`config.mk`:
```
export PLATFORM = sky130hd
export DESIGN_NAME = neuron_dot_product_sigmoid_flat
export DESIGN_NICKNAME = d
export VERILOG_FILES = /design/src/hw/rtl/ndps_pkg.sv /design/src/hw/rtl/ndps_if.sv /design/src/hw/rtl/neuron_dot_product_sigmoid.sv /design/src/hw/rtl/ndps_ram.sv /design/src/hw/rtl/ndps_mac.sv /design/src/hw/rtl/ndps_act.sv /design/src/hw/rtl/ndps_fifo.sv /design/src/flat_wrapper.sv
export SDC_FILE = /design/constraint.sdc
export NUM_CORES = 2
export LEC_CHECK = 0
export ABC_AREA = 1
export ABC_CLOCK_PERIOD_IN_PS = 10500
export BUFFER_PORTS_ARGS = -buffer_cell sky130_fd_sc_hd__buf_2
export CAP_MARGIN = 10
export CELL_PAD_IN_SITES_DETAIL_PLACEMENT = 1
export CELL_PAD_IN_SITES_GLOBAL_PLACEMENT = 1
export CORE_ASPECT_RATIO = 0.8
export CORE_MARGIN = 2
export CORE_UTILIZATION = 54
export DETAILED_ROUTE_END_ITERATION = 8
export PLACE_DENSITY = 0.88
export SLEW_MARGIN = 10
export SYNTH_ARGS = -nofsm -noshare
export SYNTH_HDL_FRONTEND = slang
export SYNTH_HIERARCHICAL = 1
export SYNTH_SLANG_ARGS = --single-unit
```
`constraint.sdc`:
```
create_clock -name clk -period 10.5 [get_ports clk]
set_input_delay 0.525 -clock clk [delete_from_list [all_inputs] [get_ports clk]]
set_output_delay 0.525 -clock clk [all_outputs]
set_load 0.02 [all_outputs]
```
`src/hw/rtl/ndps_pkg.sv`:
```
// ndps_pkg: shared constants, types and the sigmoid table builder for the
// neuron dot product / sigmoid block. No dependencies.
package ndps_pkg;

  // default sizes
  localparam int MAX_INPUTS_DEF      = 64;
  localparam int SIGMOID_ENTRIES_DEF = 256;

  // field and datapath widths
  localparam int DATA_W    = 16;
  localparam int INDEX_W   = 6;
  localparam int COUNT_W   = 7;
  localparam int PROD_W    = 32;
  localparam int SUM_W     = 40;
  localparam int BIASED_W  = SUM_W + 1;
  localparam int CLAMP_W   = 30;
  localparam int BIAS_SHIFT = 12;
  localparam int ACT_W     = 16;
  localparam int CFG_IDX_W = 2;
  localparam int OUTQ_DEPTH = 8;

  // item modes
  localparam logic MODE_LOAD   = 1'b0;
  localparam logic MODE_SAMPLE = 1'b1;

  // register indexes
  localparam logic [CFG_IDX_W-1:0] REG_INPUT_COUNT = 2'd0;
  localparam logic [CFG_IDX_W-1:0] REG_BIAS_VALUE  = 2'd1;

  // e^-1 in Q32
  localparam logic [63:0] EXP_M1_Q32 = 64'd1580030169;
  localparam logic [63:0] ONE_Q32    = 64'd1 << 32;

  typedef struct packed {
    logic                    valid;
    logic signed [SUM_W-1:0] sum;
  } sum_beat_t;

  typedef struct packed {
    logic [ACT_W-1:0] activation;
    logic             sum_saturated;
  } result_t;

  typedef struct packed {
    logic    valid;
    result_t res;
  } act_beat_t;

  // shift-subtract division, elaboration use only
  function automatic logic [63:0] udiv64(logic [63:0] num, logic [63:0] den);
    logic [64:0] rem;
    logic [63:0] quo;
    rem = '0;
    quo = '0;
    for (int b = 63; b >= 0; b--) begin
      rem = {rem[63:0], num[b]};
      if (rem >= {1'b0, den}) begin
        rem    = rem - {1'b0, den};
        quo[b] = 1'b1;
      end
    end
    return quo;
  endfunction

  // sigmoid at the midpoint of entry i, unsigned Q0.16
  function automatic logic [ACT_W-1:0] sig_entry(int unsigned i, int unsigned entries);
    longint      d;
    longint      acc;
    logic [63:0] ad;
    logic [63:0] t;
    logic [63:0] n;
    logic [63:0] f;
    logic [63:0] en;
    logic [63:0] term;
    logic [63:0] ef;
    logic [63:0] e;
    logic [63:0] den;
    logic [63:0] r;
    d    = longint'(2 * i + 1) - longint'(entries);
    ad   = (d < 0) ? 64'(-d) : 64'(d);
    t    = udiv64(ad << 35, 64'(entries));
    n    = t >> 32;
    f    = t & 64'hFFFF_FFFF;
    en   = ONE_Q32;
    term = ONE_Q32;
    acc  = longint'(ONE_Q32);
    for (longint k = 0; k < longint'(n); k++) begin
      en = (en * EXP_M1_Q32) >> 32;
    end
    for (int k = 1; k <= 14; k++) begin
      term = udiv64((term * f) >> 32, 64'(k));
      if (k % 2 == 1) begin
        acc = acc - longint'(term);
      end else begin
        acc = acc + longint'(term);
      end
    end
    ef = (acc < 0) ? 64'd0 : 64'(acc);
    if (ef > ONE_Q32) begin
      ef = ONE_Q32;
    end
    e   = (en * ef) >> 32;
    den = ONE_Q32 + e;
    if (d >= 0) begin
      r = udiv64((64'd1 << 48) + (den >> 1), den);
    end else begin
      r = udiv64((e << 16) + (den >> 1), den);
    end
    if (r > 64'd65535) begin
      r = 64'd65535;
    end
    return r[ACT_W-1:0];
  endfunction

endpackage

```
`src/hw/rtl/ndps_if.sv`:
```
// ndps_if: valid/ready channel interfaces for items, results and register writes
// depends on ndps_pkg for field widths
interface ndps_item_if;
  logic                                valid;
  logic                                ready;
  logic                                mode;
  logic [ndps_pkg::INDEX_W-1:0]        weight_index;
  logic signed [ndps_pkg::DATA_W-1:0]  data_value;

  modport source (output valid, output mode, output weight_index, output data_value,
                  input ready);
  modport sink (input valid, input mode, input weight_index, input data_value,
                output ready);
endinterface

interface ndps_result_if;
  logic                          valid;
  logic                          ready;
  logic [ndps_pkg::ACT_W-1:0]    activation;
  logic                          sum_saturated;

  modport source (output valid, output activation, output sum_saturated, input ready);
  modport sink (input valid, input activation, input sum_saturated, output ready);
endinterface

interface ndps_cfg_if;
  logic                             valid;
  logic                             ready;
  logic [ndps_pkg::CFG_IDX_W-1:0]   index;
  logic [ndps_pkg::DATA_W-1:0]      data;

  modport source (output valid, output index, output data, input ready);
  modport sink (input valid, input index, input data, output ready);
endinterface

```
`src/hw/rtl/neuron_dot_product_sigmoid.sv`:
```
// neuron_dot_product_sigmoid: top level of a fixed-point perceptron neuron
// depends on ndps_pkg, ndps_if, ndps_mac, ndps_act, ndps_fifo
//
//   channel  role    payload                               accepted when
//   item     sink    mode, weight_index, data_value        item.valid & item.ready
//   result   source  activation, sum_saturated             result.valid & result.ready
//   cfg      sink    index, data (0 input_count, 1 bias)   cfg.valid (ready tied high)
//
// one item per cycle while item.ready is high; the accumulator closes a 40-bit loop
// a result is registered in mac s1, s2, out_sum, then act a, b, out_res, then queued
// item.ready drops only while 8 results are queued or still in the pipeline
// reset zeroes counters, accumulator and bias, sets input_count to 1; weights kept
module neuron_dot_product_sigmoid #(
  parameter int MAX_INPUTS      = ndps_pkg::MAX_INPUTS_DEF,
  parameter int SIGMOID_ENTRIES = ndps_pkg::SIGMOID_ENTRIES_DEF
) (
  input  logic                 clk,
  input  logic                 rst,
  ndps_item_if.sink            item,
  ndps_result_if.source        result,
  ndps_cfg_if.sink             cfg
);

  // configuration registers
  logic [ndps_pkg::COUNT_W-1:0]       input_count;
  logic signed [ndps_pkg::DATA_W-1:0] bias_value;

  // handshake and pipeline links
  logic                take;
  logic                last;
  logic                reserve;
  logic                pop;
  logic                has_room;
  logic                head_valid;
  ndps_pkg::result_t   head_data;
  ndps_pkg::sum_beat_t sum_beat;
  ndps_pkg::act_beat_t act_beat;

  assign cfg.ready = 1'b1;

  always_ff @(posedge clk) begin
    if (rst) begin
      input_count <= ndps_pkg::COUNT_W'(1);
      bias_value  <= '0;
    end else if (cfg.valid) begin
      unique case (cfg.index)
        ndps_pkg::REG_INPUT_COUNT: input_count <= cfg.data[ndps_pkg::COUNT_W-1:0];
        ndps_pkg::REG_BIAS_VALUE:  bias_value  <= cfg.data;
        default: ;
      endcase
    end
  end

  // a slot in the result queue is claimed when the closing sample is taken
  assign item.ready = has_room;
  assign take       = item.valid && item.ready;
  assign reserve    = take && (item.mode == ndps_pkg::MODE_SAMPLE) && last;

  // weight memory, sample counter, multiply and accumulate
  ndps_mac #(
    .MAX_INPUTS (MAX_INPUTS)
  ) u_mac (
    .clk          (clk),
    .rst          (rst),
    .take         (take),
    .mode         (item.mode),
    .weight_index (item.weight_index),
    .data_value   (item.data_value),
    .input_count  (input_count),
    .last         (last),
    .sum_out      (sum_beat)
  );

  // bias, clamp and sigmoid lookup
  ndps_act #(
    .SIGMOID_ENTRIES (SIGMOID_ENTRIES)
  ) u_act (
    .clk        (clk),
    .rst        (rst),
    .sum_in     (sum_beat),
    .bias_value (bias_value),
    .res_out    (act_beat)
  );

  // results wait here so the pipeline never stalls
  ndps_fifo u_fifo (
    .clk        (clk),
    .rst        (rst),
    .reserve    (reserve),
    .push       (act_beat.valid),
    .push_data  (act_beat.res),
    .pop        (pop),
    .has_room   (has_room),
    .head_valid (head_valid),
    .head_data  (head_data)
  );

  assign result.valid         = head_valid;
  assign result.activation    = head_data.activation;
  assign result.sum_saturated = head_data.sum_saturated;
  assign pop                  = result.valid && result.ready;

endmodule

```
`src/hw/rtl/ndps_ram.sv`:
```
// ndps_ram: generic single-port-write, single-port-read ram with registered read
// no dependencies
module ndps_ram #(
  parameter int WIDTH = 16,
  parameter int DEPTH = 64,
  localparam int AW   = (DEPTH > 1) ? $clog2(DEPTH) : 1
) (
  input  logic             clk,
  input  logic             we,
  input  logic [AW-1:0]    waddr,
  input  logic [WIDTH-1:0] wdata,
  input  logic [AW-1:0]    raddr,
  output logic [WIDTH-1:0] rdata
);

  logic [WIDTH-1:0] mem [DEPTH];

  always_ff @(posedge clk) begin
    if (we) begin
      mem[waddr] <= wdata;
    end
    rdata <= mem[raddr];
  end

endmodule

```
`src/hw/rtl/ndps_mac.sv`:
```
// ndps_mac: weight memory, sample position counter and multiply-accumulate
// depends on ndps_pkg and ndps_ram
module ndps_mac #(
  parameter int MAX_INPUTS = ndps_pkg::MAX_INPUTS_DEF
) (
  input  logic                               clk,
  input  logic                               rst,
  input  logic                               take,
  input  logic                               mode,
  input  logic [ndps_pkg::INDEX_W-1:0]       weight_index,
  input  logic signed [ndps_pkg::DATA_W-1:0] data_value,
  input  logic [ndps_pkg::COUNT_W-1:0]       input_count,
  output logic                               last,
  output ndps_pkg::sum_beat_t                sum_out
);

  localparam int PW = (MAX_INPUTS > 1) ? $clog2(MAX_INPUTS) : 1;
  localparam int CW = (PW + 1 > ndps_pkg::COUNT_W) ? PW + 1 : ndps_pkg::COUNT_W;

  logic [PW-1:0]                      pos;
  logic [CW-1:0]                      cnt_eff;
  logic [CW-1:0]                      pos_inc;
  logic                               is_sample;
  logic                               is_load;
  logic [31:0]                        widx_ext;
  logic [ndps_pkg::DATA_W-1:0]        w_rd;
  logic                               s1_valid;
  logic                               s1_last;
  logic signed [ndps_pkg::DATA_W-1:0] s1_data;
  logic                               s2_valid;
  logic                               s2_last;
  logic signed [ndps_pkg::PROD_W-1:0] prod;
  logic signed [ndps_pkg::SUM_W-1:0]  acc;
  logic signed [ndps_pkg::SUM_W-1:0]  total;
  logic                               out_valid;
  logic signed [ndps_pkg::SUM_W-1:0]  out_sum;

  assign is_sample = take && (mode == ndps_pkg::MODE_SAMPLE);
  assign is_load   = take && (mode == ndps_pkg::MODE_LOAD) && (32'(weight_index) < MAX_INPUTS);
  assign widx_ext  = 32'(weight_index);

  // zero acts as one, oversize acts as the table depth
  always_comb begin
    if (input_count == '0) begin
      cnt_eff = CW'(1);
    end else if (32'(input_count) > MAX_INPUTS) begin
      cnt_eff = CW'(MAX_INPUTS);
    end else begin
      cnt_eff = CW'(input_count);
    end
  end

  assign pos_inc = CW'(pos) + CW'(1);
  assign last    = pos_inc >= cnt_eff;

  ndps_ram #(
    .WIDTH (ndps_pkg::DATA_W),
    .DEPTH (MAX_INPUTS)
  ) u_weights (
    .clk   (clk),
    .we    (is_load),
    .waddr (widx_ext[PW-1:0]),
    .wdata (data_value),
    .raddr (pos),
    .rdata (w_rd)
  );

  assign total   = acc + ndps_pkg::SUM_W'(prod);
  assign sum_out = '{valid: out_valid, sum: out_sum};

  always_ff @(posedge clk) begin
    if (rst) begin
      pos       <= '0;
      s1_valid  <= 1'b0;
      s2_valid  <= 1'b0;
      acc       <= '0;
      out_valid <= 1'b0;
    end else begin
      if (is_sample) begin
        pos <= last ? '0 : pos_inc[PW-1:0];
      end
      s1_valid  <= is_sample;
      s2_valid  <= s1_valid;
      out_valid <= s2_valid && s2_last;
      if (s2_valid) begin
        acc <= s2_last ? '0 : total;
      end
    end
  end

  always_ff @(posedge clk) begin
    s1_last <= last;
    s1_data <= data_value;
    s2_last <= s1_last;
    prod    <= $signed(w_rd) * s1_data;
    out_sum <= total;
  end

endmodule

```
`src/hw/rtl/ndps_act.sv`:
```
// ndps_act: bias add, clamp to [-8,8), table index and sigmoid lookup
// depends on ndps_pkg
module ndps_act #(
  parameter int SIGMOID_ENTRIES = ndps_pkg::SIGMOID_ENTRIES_DEF
) (
  input  logic                               clk,
  input  logic                               rst,
  input  ndps_pkg::sum_beat_t                sum_in,
  input  logic signed [ndps_pkg::DATA_W-1:0] bias_value,
  output ndps_pkg::act_beat_t                res_out
);

  localparam int IW = (SIGMOID_ENTRIES > 1) ? $clog2(SIGMOID_ENTRIES) : 1;
  localparam int NW = $clog2(SIGMOID_ENTRIES + 1);
  localparam int MW = ndps_pkg::CLAMP_W + NW;
  localparam int TW = ndps_pkg::BIASED_W - ndps_pkg::CLAMP_W + 1;

  logic signed [ndps_pkg::BIASED_W-1:0] biased;
  logic [TW-1:0]                        top_bits;
  logic                                 over;
  logic [ndps_pkg::CLAMP_W-1:0]         clamped;
  logic                                 a_valid;
  logic                                 a_sat;
  logic [ndps_pkg::CLAMP_W-1:0]         a_clamp;
  logic [ndps_pkg::CLAMP_W-1:0]         off;
  logic [MW-1:0]                        scaled;
  logic                                 b_valid;
  logic                                 b_sat;
  logic [IW-1:0]                        b_idx;
  logic                                 out_valid;
  ndps_pkg::result_t                    out_res;
  logic [ndps_pkg::ACT_W-1:0]           rom [SIGMOID_ENTRIES];

  for (genvar g = 0; g < SIGMOID_ENTRIES; g++) begin : g_rom
    localparam logic [ndps_pkg::ACT_W-1:0] ENTRY = ndps_pkg::sig_entry(g, SIGMOID_ENTRIES);
    assign rom[g] = ENTRY;
  end

  // bias is Q1.14, sum is Q.26
  assign biased = ndps_pkg::BIASED_W'(sum_in.sum)
                + (ndps_pkg::BIASED_W'(bias_value) <<< ndps_pkg::BIAS_SHIFT);

  // fits in the clamp range when all bits above it match its sign
  assign top_bits = biased[ndps_pkg::BIASED_W-1 -: TW];
  assign over     = (top_bits != '0) && (top_bits != '1);

  always_comb begin
    if (!over) begin
      clamped = biased[ndps_pkg::CLAMP_W-1:0];
    end else if (biased[ndps_pkg::BIASED_W-1]) begin
      clamped = {1'b1, {(ndps_pkg::CLAMP_W-1){1'b0}}};
    end else begin
      clamped = {1'b0, {(ndps_pkg::CLAMP_W-1){1'b1}}};
    end
  end

  // offset binary of the clamped sum
  assign off    = {~a_clamp[ndps_pkg::CLAMP_W-1], a_clamp[ndps_pkg::CLAMP_W-2:0]};
  assign scaled = MW'(off) * MW'(SIGMOID_ENTRIES);

  assign res_out = '{valid: out_valid, res: out_res};

  always_ff @(posedge clk) begin
    if (rst) begin
      a_valid   <= 1'b0;
      b_valid   <= 1'b0;
      out_valid <= 1'b0;
    end else begin
      a_valid   <= sum_in.valid;
      b_valid   <= a_valid;
      out_valid <= b_valid;
    end
  end

  always_ff @(posedge clk) begin
    a_clamp               <= clamped;
    a_sat                 <= over;
    b_idx                 <= scaled[ndps_pkg::CLAMP_W +: IW];
    b_sat                 <= a_sat;
    out_res.activation    <= rom[b_idx];
    out_res.sum_saturated <= b_sat;
  end

endmodule

```
`src/hw/rtl/ndps_fifo.sv`:
```
// ndps_fifo: result queue with a credit count covering results still in flight
// depends on ndps_pkg
module ndps_fifo (
  input  logic              clk,
  input  logic              rst,
  input  logic              reserve,
  input  logic              push,
  input  ndps_pkg::result_t push_data,
  input  logic              pop,
  output logic              has_room,
  output logic              head_valid,
  output ndps_pkg::result_t head_data
);

  localparam int DEPTH = ndps_pkg::OUTQ_DEPTH;
  localparam int PTR_W = $clog2(DEPTH);

  ndps_pkg::result_t entries [DEPTH];
  logic [PTR_W-1:0]  wr_ptr;
  logic [PTR_W-1:0]  rd_ptr;
  logic [PTR_W:0]    occ;
  logic [PTR_W:0]    occ_next;
  logic [PTR_W:0]    pending;
  logic [PTR_W:0]    pending_next;

  always_comb begin
    unique case ({push, pop})
      2'b10:   occ_next = occ + 1'b1;
      2'b01:   occ_next = occ - 1'b1;
      default: occ_next = occ;
    endcase
    unique case ({reserve, pop})
      2'b10:   pending_next = pending + 1'b1;
      2'b01:   pending_next = pending - 1'b1;
      default: pending_next = pending;
    endcase
  end

  assign has_room   = pending < (PTR_W + 1)'(DEPTH);
  assign head_valid = occ != '0;
  assign head_data  = entries[rd_ptr];

  always_ff @(posedge clk) begin
    if (rst) begin
      wr_ptr  <= '0;
      rd_ptr  <= '0;
      occ     <= '0;
      pending <= '0;
    end else begin
      if (push) begin
        wr_ptr <= wr_ptr + 1'b1;
      end
      if (pop) begin
        rd_ptr <= rd_ptr + 1'b1;
      end
      occ     <= occ_next;
      pending <= pending_next;
    end
  end

  always_ff @(posedge clk) begin
    if (push) begin
      entries[wr_ptr] <= push_data;
    end
  end

endmodule

```
`src/flat_wrapper.sv`:
```
// flat-port wrapper written by rule: the top's interface ports become plain ports
module neuron_dot_product_sigmoid_flat 
#(
  parameter int MAX_INPUTS      = ndps_pkg::MAX_INPUTS_DEF,
  parameter int SIGMOID_ENTRIES = ndps_pkg::SIGMOID_ENTRIES_DEF
)
  (clk, rst, item_valid, item_mode, item_weight_index, item_data_value, item_ready, result_valid, result_activation, result_sum_saturated, result_ready, cfg_valid, cfg_index, cfg_data, cfg_ready);
  ndps_item_if item_i ();
  ndps_result_if result_i ();
  ndps_cfg_if cfg_i ();
  input  logic clk;
  input  logic rst;
  input wire logic [$bits(item_i.valid)-1:0] item_valid;
  input wire logic [$bits(item_i.mode)-1:0] item_mode;
  input wire logic [$bits(item_i.weight_index)-1:0] item_weight_index;
  input wire logic [$bits(item_i.data_value)-1:0] item_data_value;
  output wire logic [$bits(item_i.ready)-1:0] item_ready;
  output wire logic [$bits(result_i.valid)-1:0] result_valid;
  output wire logic [$bits(result_i.activation)-1:0] result_activation;
  output wire logic [$bits(result_i.sum_saturated)-1:0] result_sum_saturated;
  input wire logic [$bits(result_i.ready)-1:0] result_ready;
  input wire logic [$bits(cfg_i.valid)-1:0] cfg_valid;
  input wire logic [$bits(cfg_i.index)-1:0] cfg_index;
  input wire logic [$bits(cfg_i.data)-1:0] cfg_data;
  output wire logic [$bits(cfg_i.ready)-1:0] cfg_ready;
  assign item_i.valid = item_valid;
  assign item_i.mode = item_mode;
  assign item_i.weight_index = item_weight_index;
  assign item_i.data_value = item_data_value;
  assign item_ready = item_i.ready;
  assign result_valid = result_i.valid;
  assign result_activation = result_i.activation;
  assign result_sum_saturated = result_i.sum_saturated;
  assign result_i.ready = result_ready;
  assign cfg_i.valid = cfg_valid;
  assign cfg_i.index = cfg_index;
  assign cfg_i.data = cfg_data;
  assign cfg_ready = cfg_i.ready;
  neuron_dot_product_sigmoid #(.MAX_INPUTS(MAX_INPUTS), .SIGMOID_ENTRIES(SIGMOID_ENTRIES)) u_core (.clk(clk), .rst(rst), .item(item_i), .result(result_i), .cfg(cfg_i));
endmodule
```
Word-level counts from Yosys, hierarchy flattened
Memory sizes are Yosys's and may differ from the RTL's. A register that Yosys moved wholly into a read port is not among the register bits. Index checks and enable logic that the tools add are counted. Widths: inputs -> output; s select.

Add/subtract/negate cells: 9. Multipliers: 1. $lt $le $gt $ge: 3. Equal/unequal tests: 6. Mux-type cells: 14. Bitwise gates (word level): 3. Reductions and logical operators: 15.

Operators with widths (count): $mux 30 (2); $add 40x28->41 (1); $add 40x32->40 (1); $mux 40 (1); $mul 16x16->32 (1); $pmux 4 s2 (2); $mux 7 (2); $ne 12x12->1 const B (1); $reduce_bool 12->1 (1); $not 8->9 (1); $add 4x1->4 const B (2); $sub 4x1->4 const B (2); $add 6x1->7 const B (1); $ge 7x7->1 (1); $gt 7x7->1 const B (1); $logic_and 1x1->1 (7); $logic_not 7->1 (1); $add 3x1->3 const B (2); $eq 2x1->1 const B (3); $mux 3 (2); $mux 6 (1); $eq 2x2->1 const B (2); $lt 4x4->1 const B (1); $mux 1 (4); 5 further kinds (8).

Flip-flop bits (word level): 220. Bits in writable memories: 1160. ROM bits: 4096. Bits of input ports: 46. Output and inout bits: 20. Logic and storage cells: 78. Memories kept: 3.

Memories: (name not given) (words 256, width 16, rd ports 1, clocked after memory_dff 1, wr ports 0, RTL line ndps_act.sv:80) `out_res.activation <= rom[b_idx];`; u_core.u_mac.u_weights.mem (words 64, width 16, rd ports 1, clocked after memory_dff 1, wr ports 1, RTL line ndps_ram.sv:16) `logic [WIDTH-1:0] mem [DEPTH];`; u_core.u_fifo.entries (words 8, width 17, rd ports 1, clocked after memory_dff 1, wr ports 1, RTL line ndps_fifo.sv:18) `ndps_pkg::result_t entries [DEPTH];`.

Depth between registers and ports, before layout
Depth in word-level cells: 7. Depth in mapped cells: 25. Depth with buffers taken out: 23.

Modules after synthesis
The synthesis kept the hierarchy.

By module, submodules not included: ndps_ram (instances 1, cells an instance 3517, area an instance 42099.1 µm²); ndps_mac (instances 1, cells an instance 2351, area an instance 17366.7 µm²); ndps_act (instances 1, cells an instance 1171, area an instance 6309.8 µm²); ndps_fifo (instances 1, cells an instance 503, area an instance 6158.4 µm²); neuron_dot_product_sigmoid (instances 1, cells an instance 156, area an instance 1008.5 µm²).

Least setup slack after synthesis
No wires, ideal clock.

Kind: register to register. Start: register u_core.u_mac.u_weights.rdata[15], read port of u_core.u_mac.u_weights.mem. End: register u_core/u_mac/prod[28] (netlist name). Library setup time: 0.113 ns. Arrival: 5.358 ns. Required time: 10.387 ns. Path slack: 5.029 ns. Cell stages (with the launch flop): 19. Buffers on the path: 1. Cells stage by stage: dfxtp_1 clkbuf_1 nand2_1 inv_1 fa_1 fa_1 fa_1 fa_1 fa_1 inv_1 fa_1 inv_1 ha_1 a21oi_1 o21ai_0 a221oi_1 nand3_1 nand2_1 nand2_1.

Word-level cells in the longest chain between the ends: 1.

Ends and longest elaborated chain: start: declaration (RTL line ndps_ram.sv:13) `output logic [WIDTH-1:0] rdata`; $mul 16x16->32 (RTL line ndps_mac.sv:95) `prod <= $signed(w_rd) * s1_data;`; end signal: assignment (RTL line ndps_mac.sv:95); end: declaration (RTL line ndps_mac.sv:32) `logic signed [ndps_pkg::PROD_W-1:0] prod;`.

No other way between the ends. A chain may end at the register's enable or synchronous reset.

Worst setup path after layout
Start: register u_core/u_mac/s1_data[1] (netlist name). End: register u_core/u_mac/prod[24] (netlist name).

Word-level cells in the longest chain between the ends: 1.

Ends and longest elaborated chain: start: declaration (RTL line ndps_mac.sv:29) `logic signed [ndps_pkg::DATA_W-1:0] s1_data;`; start signal: assignment (RTL line ndps_mac.sv:93) `s1_data <= data_value;`; $mul 16x16->32 (RTL line ndps_mac.sv:95).

No other way between the ends.

==> results.sh <==
export IMPL_status="completed"
export IMPL_tns_ps=0
export IMPL_dpl_hpwl_um=164000
export IMPL_vias=59900
export IMPL_die_x_um=414
export IMPL_p_per_area_nw_per_um2=310
export IMPL_area_growth_pct=8.73
export IMPL_layout_common_cells="nand2_1, edfxtp_1, nand3_1"
export IMPL_post_route_util=0.591
export IMPL_crit_arrival_ps=7140
export IMPL_grt_pass1_wl_um=391000
export IMPL_drv_cap=0
export IMPL_viasPerCell=6.28
export IMPL_hp_class="primary input to flop"
export IMPL_final_setup_skew_ps=91.6
export IMPL_worst_pin_slew_ps=1240
export IMPL_die_area_um2=138000
export IMPL_synth_fp_nets=8178
export IMPL_portBuffers=64
export IMPL_yosys_warnings=6
export IMPL_final_common_cell="nand2_1"
export IMPL_drt_iter0_drc=8953
export IMPL_cp_start_kind="flop"
export IMPL_drt_total_wl_um=265000
export IMPL_p_leak_nw=33.3
export IMPL_layout_nets=8153
export IMPL_fin_cells=9549
export IMPL_dieHeight_um=332
export IMPL_grt_ovfl_total=0
export IMPL_setup_violations=0
export IMPL_drive_above_1_share=0.0633
export IMPL_path_class="flop to flop"
export IMPL_dp_cells=9277
export IMPL_period_needed_ps=6410
export IMPL_drc_errors=0
export IMPL_start_util=0.543
export IMPL_crit_slowest_cell="dfxtp_1"
export IMPL_grtUsageTotal=0.376
export IMPL_finalHoldViolations=0
export IMPL_maxSlewHeadroom=0.174
export IMPL_whs_ps=76.2
export IMPL_worst_slack_ps=4090
export IMPL_critPathCaptureType="flop"
export IMPL_report_final_slew_viol_count=0
export IMPL_cp_required_ps=11230
export IMPL_insertion_delay_ps=820
export IMPL_filler_cell_count=14800
export IMPL_grt_antenna_before_repair=20
export IMPL_grt_pass1_vias=63200
export IMPL_crit_path_cell_trace="nand2_1 > inv_1 > fa_1 > fa_1 > fa_1 > fa_1 > fa_1 > inv_1 > fa_1 > inv_1 > ha_1 > a21oi_1 > o21ai_0 > a21oi_1 > nand3_1 > a21oi_1 > xnor2_1"
export IMPL_rsz0062_at_grt="no"
export IMPL_ios=66
export IMPL_grt_max_degree=211
export IMPL_cts_buffers=139
export IMPL_cts_max_path_buffers=3
export IMPL_wl_per_cell_um=27.8
export IMPL_rows=120
export IMPL_preCtsSetupSlack_ps=4220
export IMPL_cts_tree="yes"
export IMPL_cpPeakStageDelay_ps=850
export IMPL_root_buffer="clkbuf_16"
export IMPL_multi_input_area_um2=28300
export IMPL_clk_pin_slew_ps=70
export IMPL_cp_max_fo=16
export IMPL_h_tree_depth=4
export IMPL_max_clock_freq_mhz=156
export IMPL_crit_top_cell="fa_1"
export IMPL_fin_crit_sh=0.611
export IMPL_drt_antenna_violating_nets=0
export IMPL_regArea_um2=39300
export IMPL_cts_resized=0
export IMPL_avgSynthCellArea_um2=9.46
export IMPL_dr_pass1_iters=6
export IMPL_cts_sinks=1381
export IMPL_core_area_um2=134000
export IMPL_irDropWorstVdd_mv=0.549
export IMPL_netlist_area_um2=72700
export IMPL_synthCells=7686
export IMPL_place_congestion=1.02
[layout make-up]
class                      instances  area share
clock inverter                    78      0.0110
inverter                         817      0.0391
antenna                            7    0.000222
clock buffer                     175      0.0479
multi-input combinational       5114       0.358
sequential                      1381       0.497
tap                             1769      0.0280
timing repair buffer             208      0.0186
[critical path, delay by kind of cell (launching register included)]
family | cells | cell delay [ps]
compound gates | 4 | 1080
xor+xnor | 1 | 160
fa+ha+maj | 7 | 3380
buf+inv | 3 | 280
flops | 1 | 850
simple gates | 2 | 580
[flip-flops by register name, summed over array words and instances (netlist names), 7 cells and up, named ones only]
register                      flops
u_core/bias_value                16
u_core/input_count                7
u_core/u_act/a_clamp              8
u_core/u_act/b_idx                8
u_core/u_act/res_out             17
u_core/u_fifo/entries           136
u_core/u_mac/acc                 40
u_core/u_mac/out_sum             28
u_core/u_mac/prod                32
u_core/u_mac/s1_data             16
u_core/u_mac/u_weights/mem     1024
u_core/u_mac/u_weights/rdata     16
[routing by layer]
metal / track usage / share of wire
met4: 0.175 / 0.047
met3: 0.0903 / 0.11
met1: 0.485 / 0.37
met2: 0.601 / 0.47
met5: 0 / 0.00052
[metrics by stage]
stage	power [mW]	instance area (um2)
floorplan	15.0	72700
global placement	18.5	74200
detailed placement	18.9	74200
CTS	24.2	79000
global route	26.0	79000
finish	24.5	79000
[power by group]
group,switching [mW],internal (mW),total [mW]
Clock,2.31,2.93,5.24
Combinational,8.56,4.05,12.6
Sequential,0.296,6.39,6.68
Total,11.2,13.4,24.5
[final timing paths]
check                                             end  slack, ps  cells past startpoint                startpoint
worst max-delay path            u_core/u_mac/prod[24]       4090                     17   u_core/u_mac/s1_data[1]
worst min-delay path            u_core/input_count[0]         80                      3               cfg_data[0]
worst max register to register  u_core/u_mac/prod[24]       4090                     17   u_core/u_mac/s1_data[1]
worst min register to register  u_core/u_act/b_idx[3]        320                      0  u_core/u_act/a_clamp[25]
[what timing repair did]
action | 4_1_cts | 5_1_grt
endpoints found under the hold margin | 11 | 0
hold buffers | 11 | 0
setup endpoints to repair | 0 | 0
setup buffers | 0 | 0
(Power assumes the default switching activity.)
